`config.mk`:
```
export PLATFORM = sky130hd
export DESIGN_NAME = filtered_adc_thermostat_flat
export DESIGN_NICKNAME = d
export VERILOG_FILES = /design/src/fat_pkg.sv /design/src/fat_if.sv /design/src/fat_filter.sv /design/src/fat_convert.sv /design/src/fat_ctrl.sv /design/src/filtered_adc_thermostat.sv /design/src/flat_wrapper.sv
export SDC_FILE = /design/constraint.sdc
export NUM_CORES = 1
export LEC_CHECK = 0
export ABC_AREA = 1
export BUFFER_PORTS_ARGS = -buffer_cell sky130_fd_sc_hd__buf_2
export CAP_MARGIN = 10
export CORE_ASPECT_RATIO = 0.7
export CORE_MARGIN = 8
export CORE_UTILIZATION = 55
export CTS_BUF_LIST = sky130_fd_sc_hd__clkbuf_4 sky130_fd_sc_hd__clkbuf_8
export DETAILED_ROUTE_END_ITERATION = 6
export PLACE_DENSITY = 0.72
export REMOVE_ABC_BUFFERS = 1
export SYNTH_ARGS = -nofsm -noshare
export SYNTH_HDL_FRONTEND = slang
export SYNTH_SLANG_ARGS = --single-unit
```
`constraint.sdc`:
```
create_clock -name clk -period 10.1 [get_ports clk]
set_input_delay 1.01 -clock clk [delete_from_list [all_inputs] [get_ports clk]]
set_output_delay 1.01 -clock clk [all_outputs]
set_load 0.02 [all_outputs]
```
`src/fat_pkg.sv`:
```
// shared types and constants of the filtered adc thermostat
`default_nettype none

package fat_pkg;

	localparam int SampleW = 12;
	localparam int MeanW   = 12;
	localparam int RunW    = 2;
	localparam int CountW  = 4;
	localparam int TempW   = 8;
	localparam int LimitW  = 7;
	localparam int CfgIdxW = 1;

	localparam logic [SampleW:0]  Window      = 13'd10;
	localparam logic [RunW-1:0]   MaxOutliers = 2'd3;
	localparam logic signed [TempW-1:0] TempOffset = 8'sd77;

	// 12/458 = 6/229 ~ 36632*6 / 2^23, exact floor for every 12-bit mean
	localparam int RecipW     = 18;
	localparam logic [RecipW-1:0] TempRecip = 18'd219792;
	localparam int TempShift  = 23;
	localparam int ProdW      = MeanW + RecipW;
	localparam int QuotW      = 7;

	localparam logic [LimitW-1:0] HighReset = 7'd55;
	localparam logic [LimitW-1:0] LowReset  = 7'd45;

	localparam logic [CfgIdxW-1:0] CfgHighLimit = 1'd0;
	localparam logic [CfgIdxW-1:0] CfgLowLimit  = 1'd1;

	typedef struct packed {
		logic               we;
		logic [CfgIdxW-1:0] index;
		logic [LimitW-1:0]  data;
	} cfg_t;

	typedef struct packed {
		logic             valid;
		logic [MeanW-1:0] mean;
	} mean_beat_t;

	typedef struct packed {
		logic                    valid;
		logic signed [TempW-1:0] temp;
	} temp_beat_t;

endpackage

`default_nettype wire

```
`src/fat_if.sv`:
```
// stream interfaces for samples and thermostat results
`default_nettype none

interface fat_sample_if;
	logic                          valid;
	logic                          ready;
	logic [fat_pkg::SampleW-1:0]   sample;

	modport source (output valid, output sample, input ready);
	modport sink (input valid, input sample, output ready);
endinterface

interface fat_result_if;
	logic                              valid;
	logic                              ready;
	logic signed [fat_pkg::TempW-1:0]  temperature;
	logic                              relay_on;
	logic                              temp_changed;

	modport source (output valid, output temperature, output relay_on,
		output temp_changed, input ready);
	modport sink (input valid, input temperature, input relay_on,
		input temp_changed, output ready);
endinterface

`default_nettype wire

```
`src/fat_filter.sv`:
```
// sample register, outlier rejecting running mean and update counter
`default_nettype none

module fat_filter #(
	parameter int SAMPLES_PER_UPDATE = 10
) (
	input  wire logic                clk,
	input  wire logic                arst_n,
	fat_sample_if.sink               samples,
	output fat_pkg::mean_beat_t      mean_out,
	input  wire logic                mean_ready
);

	logic                          v_s1;
	logic [fat_pkg::SampleW-1:0]   sample_s1;
	logic [fat_pkg::MeanW-1:0]     mean_q;
	logic [fat_pkg::RunW-1:0]      run_q;
	logic [fat_pkg::CountW-1:0]    count_q;
	logic                          mean_v_s2;
	logic [fat_pkg::MeanW-1:0]     mean_s2;

	logic [fat_pkg::SampleW:0]     s_ext;
	logic [fat_pkg::SampleW:0]     m_ext;
	logic                          accept;
	logic [fat_pkg::SampleW:0]     sum;
	logic [fat_pkg::MeanW-1:0]     mean_next;
	logic [fat_pkg::CountW-1:0]    count_inc;
	logic                          eval;
	logic                          s2_ready;
	logic                          fire_s1;

	assign s_ext     = {1'b0, sample_s1};
	assign m_ext     = {1'b0, mean_q};
	assign accept    = (mean_q == '0) || (run_q == fat_pkg::MaxOutliers) ||
		((s_ext + fat_pkg::Window >= m_ext) && (s_ext <= m_ext + fat_pkg::Window));
	assign sum       = s_ext + m_ext;
	assign mean_next = accept ? sum[fat_pkg::SampleW:1] : mean_q;
	assign count_inc = count_q + 1'b1;
	assign eval      = count_inc >= fat_pkg::CountW'(SAMPLES_PER_UPDATE);

	assign s2_ready       = !mean_v_s2 || mean_ready;
	assign fire_s1        = v_s1 && (!eval || s2_ready);
	assign samples.ready  = !v_s1 || fire_s1;
	assign mean_out.valid = mean_v_s2;
	assign mean_out.mean  = mean_s2;

	always_ff @(posedge clk or negedge arst_n) begin
		if (!arst_n) begin
			v_s1      <= 1'b0;
			mean_q    <= '0;
			run_q     <= '0;
			count_q   <= '0;
			mean_v_s2 <= 1'b0;
		end else begin
			if (samples.ready)
				v_s1 <= samples.valid;
			if (fire_s1) begin
				mean_q  <= mean_next;
				run_q   <= accept ? '0 : run_q + 1'b1;
				count_q <= eval ? '0 : count_inc;
			end
			if (s2_ready)
				mean_v_s2 <= fire_s1 && eval;
		end
	end

	always_ff @(posedge clk) begin
		if (samples.ready && samples.valid)
			sample_s1 <= samples.sample;
		if (s2_ready && fire_s1 && eval)
			mean_s2 <= mean_next;
	end

endmodule

`default_nettype wire

```
`src/fat_convert.sv`:
```
// mean to degrees conversion by reciprocal multiply
`default_nettype none

module fat_convert (
	input  wire logic                clk,
	input  wire logic                arst_n,
	input  fat_pkg::mean_beat_t      mean_in,
	output logic                     mean_ready,
	output fat_pkg::temp_beat_t      temp_out,
	input  wire logic                temp_ready
);

	logic [fat_pkg::ProdW-1:0]           prod;
	logic [fat_pkg::QuotW-1:0]           quot;
	logic signed [fat_pkg::TempW-1:0]    temp;
	logic                                temp_v_s3;
	logic signed [fat_pkg::TempW-1:0]    temp_s3;

	assign prod = fat_pkg::ProdW'(mean_in.mean) * fat_pkg::ProdW'(fat_pkg::TempRecip);
	assign quot = prod[fat_pkg::TempShift +: fat_pkg::QuotW];
	assign temp = fat_pkg::TempOffset - signed'({1'b0, quot});

	assign mean_ready     = !temp_v_s3 || temp_ready;
	assign temp_out.valid = temp_v_s3;
	assign temp_out.temp  = temp_s3;

	always_ff @(posedge clk or negedge arst_n) begin
		if (!arst_n) begin
			temp_v_s3 <= 1'b0;
		end else if (mean_ready) begin
			temp_v_s3 <= mean_in.valid;
		end
	end

	always_ff @(posedge clk) begin
		if (mean_ready && mean_in.valid)
			temp_s3 <= temp;
	end

endmodule

`default_nettype wire

```
`src/fat_ctrl.sv`:
```
// limit registers, hysteresis relay control and result register
`default_nettype none

module fat_ctrl (
	input  wire logic                clk,
	input  wire logic                arst_n,
	input  fat_pkg::cfg_t            cfg,
	input  fat_pkg::temp_beat_t      temp_in,
	output logic                     temp_ready,
	fat_result_if.source             results
);

	logic [fat_pkg::LimitW-1:0]          high_q;
	logic [fat_pkg::LimitW-1:0]          low_q;
	logic                                relay_q;
	logic signed [fat_pkg::TempW-1:0]    last_q;
	logic                                out_valid_q;

	logic signed [fat_pkg::TempW-1:0]    high_s;
	logic signed [fat_pkg::TempW-1:0]    low_s;
	logic                                relay_next;
	logic                                fire;

	assign high_s = signed'({1'b0, high_q});
	assign low_s  = signed'({1'b0, low_q});

	always_comb begin
		relay_next = relay_q;
		if (!relay_q && temp_in.temp <= low_s)
			relay_next = 1'b1;
		if (temp_in.temp >= high_s)
			relay_next = 1'b0;
	end

	assign temp_ready    = !out_valid_q || results.ready;
	assign fire          = temp_in.valid && temp_ready;
	assign results.valid = out_valid_q;

	always_ff @(posedge clk or negedge arst_n) begin
		if (!arst_n) begin
			high_q      <= fat_pkg::HighReset;
			low_q       <= fat_pkg::LowReset;
			relay_q     <= 1'b0;
			last_q      <= '0;
			out_valid_q <= 1'b0;
		end else begin
			if (temp_ready)
				out_valid_q <= temp_in.valid;
			if (fire) begin
				relay_q <= relay_next;
				last_q  <= temp_in.temp;
			end
			if (cfg.we) begin
				case (cfg.index)
					fat_pkg::CfgHighLimit: begin
						high_q  <= cfg.data;
						relay_q <= 1'b0;
					end
					fat_pkg::CfgLowLimit: begin
						low_q   <= cfg.data;
						relay_q <= 1'b0;
					end
					default: ;
				endcase
			end
		end
	end

	always_ff @(posedge clk) begin
		if (fire) begin
			results.temperature  <= temp_in.temp;
			results.relay_on     <= relay_next;
			results.temp_changed <= temp_in.temp != last_q;
		end
	end

endmodule

`default_nettype wire

```
`src/filtered_adc_thermostat.sv`:
```
// Filtered ADC thermostat. Takes one 12-bit sample per cycle, a rate set by
// the registered mean and outlier update loop; the input stalls only when the
// sample that completes a period finds the pipeline stages full behind a
// result that waits at the output. A sample is folded into a running mean
// unless it is an outlier following fewer than MaxOutliers outliers, and
// every SAMPLES_PER_UPDATE samples the mean is converted to degrees and drives
// a hysteresis relay. A result passes the sample register, mean update,
// conversion multiply and result register after the period-completing sample
// is accepted. Limit writes also switch the relay off and are meant for an idle block.
`default_nettype none

module filtered_adc_thermostat #(
	parameter int SAMPLES_PER_UPDATE = 10
) (
	input  wire logic                            clk,
	input  wire logic                            arst_n,
	fat_sample_if.sink                           samples,
	fat_result_if.source                         results,
	input  wire logic                            cfg_we,
	input  wire logic [fat_pkg::CfgIdxW-1:0]     cfg_index,
	input  wire logic [fat_pkg::LimitW-1:0]      cfg_data
);

	fat_pkg::mean_beat_t  mean_beat;
	logic                 mean_ready;
	fat_pkg::temp_beat_t  temp_beat;
	logic                 temp_ready;
	fat_pkg::cfg_t        cfg;

	assign cfg.we    = cfg_we;
	assign cfg.index = cfg_index;
	assign cfg.data  = cfg_data;

	fat_filter #(
		.SAMPLES_PER_UPDATE (SAMPLES_PER_UPDATE)
	) u_filter (
		.clk        (clk),
		.arst_n     (arst_n),
		.samples    (samples),
		.mean_out   (mean_beat),
		.mean_ready (mean_ready)
	);

	fat_convert u_convert (
		.clk        (clk),
		.arst_n     (arst_n),
		.mean_in    (mean_beat),
		.mean_ready (mean_ready),
		.temp_out   (temp_beat),
		.temp_ready (temp_ready)
	);

	fat_ctrl u_ctrl (
		.clk        (clk),
		.arst_n     (arst_n),
		.cfg        (cfg),
		.temp_in    (temp_beat),
		.temp_ready (temp_ready),
		.results    (results)
	);

endmodule

`default_nettype wire
```
`src/flat_wrapper.sv`:
```
// flat-port wrapper written by rule: the top's interface ports become plain ports
module filtered_adc_thermostat_flat 
#(
	parameter int SAMPLES_PER_UPDATE = 10
)
  (clk, arst_n, cfg_we, cfg_index, cfg_data, samples_valid, samples_sample, samples_ready, results_valid, results_temperature, results_relay_on, results_temp_changed, results_ready);
  fat_sample_if samples_i ();
  fat_result_if results_i ();
  input  wire logic clk;
  input  wire logic arst_n;
  input  wire logic cfg_we;
  input  wire logic [fat_pkg::CfgIdxW-1:0] cfg_index;
  input  wire logic [fat_pkg::LimitW-1:0] cfg_data;
  input wire logic [$bits(samples_i.valid)-1:0] samples_valid;
  input wire logic [$bits(samples_i.sample)-1:0] samples_sample;
  output wire logic [$bits(samples_i.ready)-1:0] samples_ready;
  output wire logic [$bits(results_i.valid)-1:0] results_valid;
  output wire logic [$bits(results_i.temperature)-1:0] results_temperature;
  output wire logic [$bits(results_i.relay_on)-1:0] results_relay_on;
  output wire logic [$bits(results_i.temp_changed)-1:0] results_temp_changed;
  input wire logic [$bits(results_i.ready)-1:0] results_ready;
  assign samples_i.valid = samples_valid;
  assign samples_i.sample = samples_sample;
  assign samples_ready = samples_i.ready;
  assign results_valid = results_i.valid;
  assign results_temperature = results_i.temperature;
  assign results_relay_on = results_i.relay_on;
  assign results_temp_changed = results_i.temp_changed;
  assign results_i.ready = results_ready;
  filtered_adc_thermostat #(.SAMPLES_PER_UPDATE(SAMPLES_PER_UPDATE)) u_core (.clk(clk), .arst_n(arst_n), .samples(samples_i), .results(results_i), .cfg_we(cfg_we), .cfg_index(cfg_index), .cfg_data(cfg_data));
endmodule
```
==> out/summary.json <==
{
  "syn_area_per_cell": {"value": 8.34, "unit": "um2"},
  "layout.cells.most_common_list": {"value": "235 x nand2_1, 186 x inv_1, 138 x ha_1"},
  "portBuffers": {"value": 36},
  "worst_ep_required_time": {"value": 10.24, "unit": "ns"},
  "die_height": {"value": 120, "unit": "um"},
  "post_cts_hold_buffer_count": {"value": 0},
  "timing.final.hold_violations": {"value": 0},
  "crit_arrival": {"value": 5.35, "unit": "ns"},
  "drt_drc_violations_left": {"value": 0},
  "ys_async_sr_fraction": {"value": 51.7, "unit": "%"},
  "yosysTopAreaCell": {"value": "ha_1"},
  "nNetsFinal": {"value": 1253},
  "post-dp-hpwl": {"value": 14.8, "unit": "mm"},
  "post-synth-top-area-fraction": {"value": 20.5, "unit": "%"},
  "number_of_warnings_reported_in_the_yosys_synthesis_log": {"value": 0},
  "postSynthCellCount": {"value": 1011},
  "global_route_wire_length_before_repair": {"value": 29.8, "unit": "mm"},
  "timing_worst_slew_pin_value": {"value": 1.07, "unit": "ns"},
  "count_of_routing_violations_after_the_opening_detailed_route_iteration": {"value": 609},
  "gr-usage-all-layers": {"value": 18.8, "unit": "%"},
  "critical_path_class": {"value": "reg -> reg"},
  "synth_enable_flop_cells": {"value": 42},
  "synth_area": {"value": 8430, "unit": "um2"},
  "run_status": {"value": "completed"},
  "crit_path_max_incr_delay": {"value": 0.54, "unit": "ns"},
  "ff_latch_area": {"value": 2400, "unit": "um2"},
  "flow.area_growth_from_synthesis": {"value": 6.82, "unit": "%"},
  "die_w": {"value": 164, "unit": "um"},
  "p_per_area": {"value": 339, "unit": "nW/um2"},
  "clock_path_buffers": {"value": 2},
  "synth-main-ff-cell": {"value": "edfxtp_1"},
  "drive_above_1_share": {"value": 8.05, "unit": "%"},
  "filler_cell_count": {"value": 1415},
  "cts_post_setup_buffers_inserted": {"value": 0},
  "slew_violations": {"value": 0},
  "largest_net_degree_at_the_start_of_global_routing": {"value": 46},
  "crit_path_cell_trace": {"value": "ha_1 -> xor2_1 -> ha_1 -> a21oi_1 -> inv_1 -> fa_1 -> fa_1 -> inv_1 -> fa_1 -> inv_1 -> ha_1 -> a21oi_1 -> a21boi_0 -> nor3_1 -> nor2_1 -> nand3b_1 -> nand2_1 -> inv_1 -> ha_1 -> nand3_1 -> nand2_1 -> xor2_1"},
  "multi_input_comb_area": {"value": 5270, "unit": "um2"},
  "htree_num_levels": {"value": 3},
  "fmax": {"value": 192, "unit": "MHz"},
  "vias_per_cell": {"value": 5.18},
  "synth_seq_area_share": {"value": 28.4, "unit": "%"},
  "cts.sinks": {"value": 87},
  "layout_worst_path_cycle_share": {"value": 51.5, "unit": "%"},
  "report.final.setup_viol": {"value": 0},
  "hold_start": {"value": "u_core.u_convert.temp_v_s3"},
  "gp_congestion": {"value": 0.897},
  "mostFrequentLayoutCell": {"value": "nand2_1"},
  "design.die.area": {"value": 19600, "unit": "um2"},
  "critical_path.reg2reg.endpoint": {"value": "u_core.u_convert.temp_s3[5]"},
  "tritoncts": {"value": "yes"},
  "totalNegativeSetupSlack": {"value": 0, "unit": "ns"},
  "post_layout_nonfiller_instances": {"value": 1256},
  "first_global_vias": {"value": 5880},
  "cp-start-kind": {"value": "register"},
  "final_antenna_net_count": {"value": 0},
  "numCtsBuffers": {"value": 9},
  "holdCritPathClass": {"value": "reg -> reg"},
  "cp_max_delay_cell": {"value": "fa_1"},
  "r2r.worst_path.cells": {"value": 22},
  "start_util": {"value": 55.3, "unit": "%"},
  "io_pins": {"value": 37},
  "post_cts_resized": {"value": 0},
  "post-place-cells": {"value": 1240},
  "routedWlPerCell": {"value": 14.3, "unit": "um"},
  "power_leakage": {"value": 4.81, "unit": "nW"},
  "row_count": {"value": 38},
  "reg2reg_setup_slack": {"value": 4.90, "unit": "ns"},
  "worstReg2RegStart": {"value": "u_core.u_filter.mean_s2[11]"},
  "antenna_found_initial": {"value": 0},
  "ir_worst_vdd": {"value": 0.176, "unit": "mV"},
  "hold_path_end": {"value": "u_core.u_ctrl.results.valid"},
  "clock-root-buffer": {"value": "clkbuf_8"},
  "antenna_cells_inserted": {"value": 0},
  "relative_slew_margins": {"value": 28.5, "unit": "%"},
  "coreArea": {"value": 15300, "unit": "um2"},
  "synth.top_cells.by_area": {"value": "ha_1 20%, edfxtp_1 15%, dfrtp_1 11%, nand2_1 10%, fa_1 9.3%"},
  "clock_insertion_delay_worst_skew": {"value": 0.39, "unit": "ns"},
  "vias": {"value": 6501},
  "timing.hold.worst_path_depth": {"value": 2},
  "worst_setup_hold_path_clk_slew": {"value": 0.11, "unit": "ns"},
  "crit_path_max_fanout": {"value": 6},
  "postRouteWirelength": {"value": 17.9, "unit": "mm"},
  "time_the_worst_path_needs_with_i_o_delays_and_setup": {"value": 5.20, "unit": "ns"},
  "report.power.total": {"value": 3.06, "unit": "mW"},
  "globalRouteOverflowTotal": {"value": 0},
  "timing.clock.skew": {"value": 0.0135, "unit": "ns"},
  "drt_pass_1_iters": {"value": 5},
  "yosys_register_bits": {"value": 87},
  "drv.max_cap_violation_count": {"value": 0},
  "grt_setup_unrepaired": {"value": "false"},
  "synth.lib_cells_used.distinct": {"value": 46},
  "critPathCaptureType": {"value": "register"},
  "final_core_utilization": {"value": 59.0, "unit": "%"}
}
-- kinds of logic after synthesis --
family / count (synthesis) / synth area share (%)
buffers and inverters: 197 / 9.11
xor gates and xnor gates: 49 / 5.09
AOI/OAI and AO/OA: 114 / 7.57
DFF: 87 / 28.4
and+or+nand+nor: 387 / 20.1
adders and majority gates: 177 / 29.7
-- worst max path at each step --
stage                                startpoint                     endpoint  slack, ns  depth (start not counted)
floorplan           u_core.u_filter.mean_s2[11]  u_core.u_convert.temp_s3[5]       5.32                         22
global placement    u_core.u_filter.mean_s2[11]  u_core.u_convert.temp_s3[5]       5.08                         22
detailed placement   u_core.u_filter.mean_s2[9]  u_core.u_convert.temp_s3[5]       4.93                         22
CTS                 u_core.u_filter.mean_s2[11]  u_core.u_convert.temp_s3[5]       4.93                         22
global route        u_core.u_filter.mean_s2[11]  u_core.u_convert.temp_s3[5]       4.57                         22
finish              u_core.u_filter.mean_s2[11]  u_core.u_convert.temp_s3[5]       4.90                         22
-- synth_stat cells, types with 5 or more instances --
master / number
nand2_1: 235
inv_1: 186
ha_1: 138
nand3_1: 52
a21oi_1: 45
o21ai_0: 44
edfxtp_1: 42
nor2_1: 40
fa_1: 39
dfrtp_1: 36
xor2_1: 32
xnor2_1: 17
nand4_1: 16
nand2_2: 14
a21o_1: 10
dfstp_2: 9
nor3_1: 9
and2_1: 5
-- power by group --
group / internal [mW] / total, mW / switching [mW] / leakage (nW)
clock network: 0.0971 / 0.247 / 0.150 / 0.0999
logic: 0.824 / 2.21 / 1.38 / 3.78
registers: 0.514 / 0.603 / 0.0883 / 0.936
total: 1.44 / 3.06 / 1.62 / 4.81
-- area by class of cell --
type	count	share of cell area, %
well taps	200	2.78
flip-flops and latches	87	26.6
clock buffers	9	1.37
clock inverters	7	0.792
multi-input cells	727	58.5
repair buffers	37	2.08
inverters	189	7.89
-- sequential cells by signal (all words and copies together) (netlist names), 2 cells and up --
name / cells
u_core.u_convert.temp_s3: 8
u_core.u_ctrl.high_q: 7
u_core.u_ctrl.last_q: 8
u_core.u_ctrl.low_q: 7
u_core.u_ctrl.results.temperature: 8
u_core.u_filter.count_q: 4
u_core.u_filter.mean_q: 12
u_core.u_filter.mean_s2: 12
u_core.u_filter.run_q: 2
u_core.u_filter.sample_s1: 12
-- routing by layer --
metal	global-route usage, %	wire length [um]	vias to the layer above
li1	-	-	3351
met1	30.6	9690	2967
met2	24.7	6940	165
met3	3.15	1070	18
met4	4.93	248	0
met5	0	0	-
-- critical path: cells and delay by family, from the launching register on --
family	cells	cell delay [ns]
XOR/XNOR	2	0.31
AND/OR/NAND/NOR	6	0.59
buffers and inverters	4	0.24
adder cells (fa/ha/maj)	7	2.58
AO/OA/AOI/OAI	3	0.72
flip-flops	1	0.52
-- metrics by stage --
step / setup slack, ns / cell area, um2 / hold WS [ns]
floorplan: 5.32 / 8380 / 0.448
global placement: 5.08 / 8810 / 0.472
detailed placement: 4.93 / 8810 / 0.479
CTS: 4.93 / 9010 / 0.497
global route: 4.57 / 9010 / 0.512
finish: 4.90 / 9010 / 0.491
(Power assumes the default switching activity.)
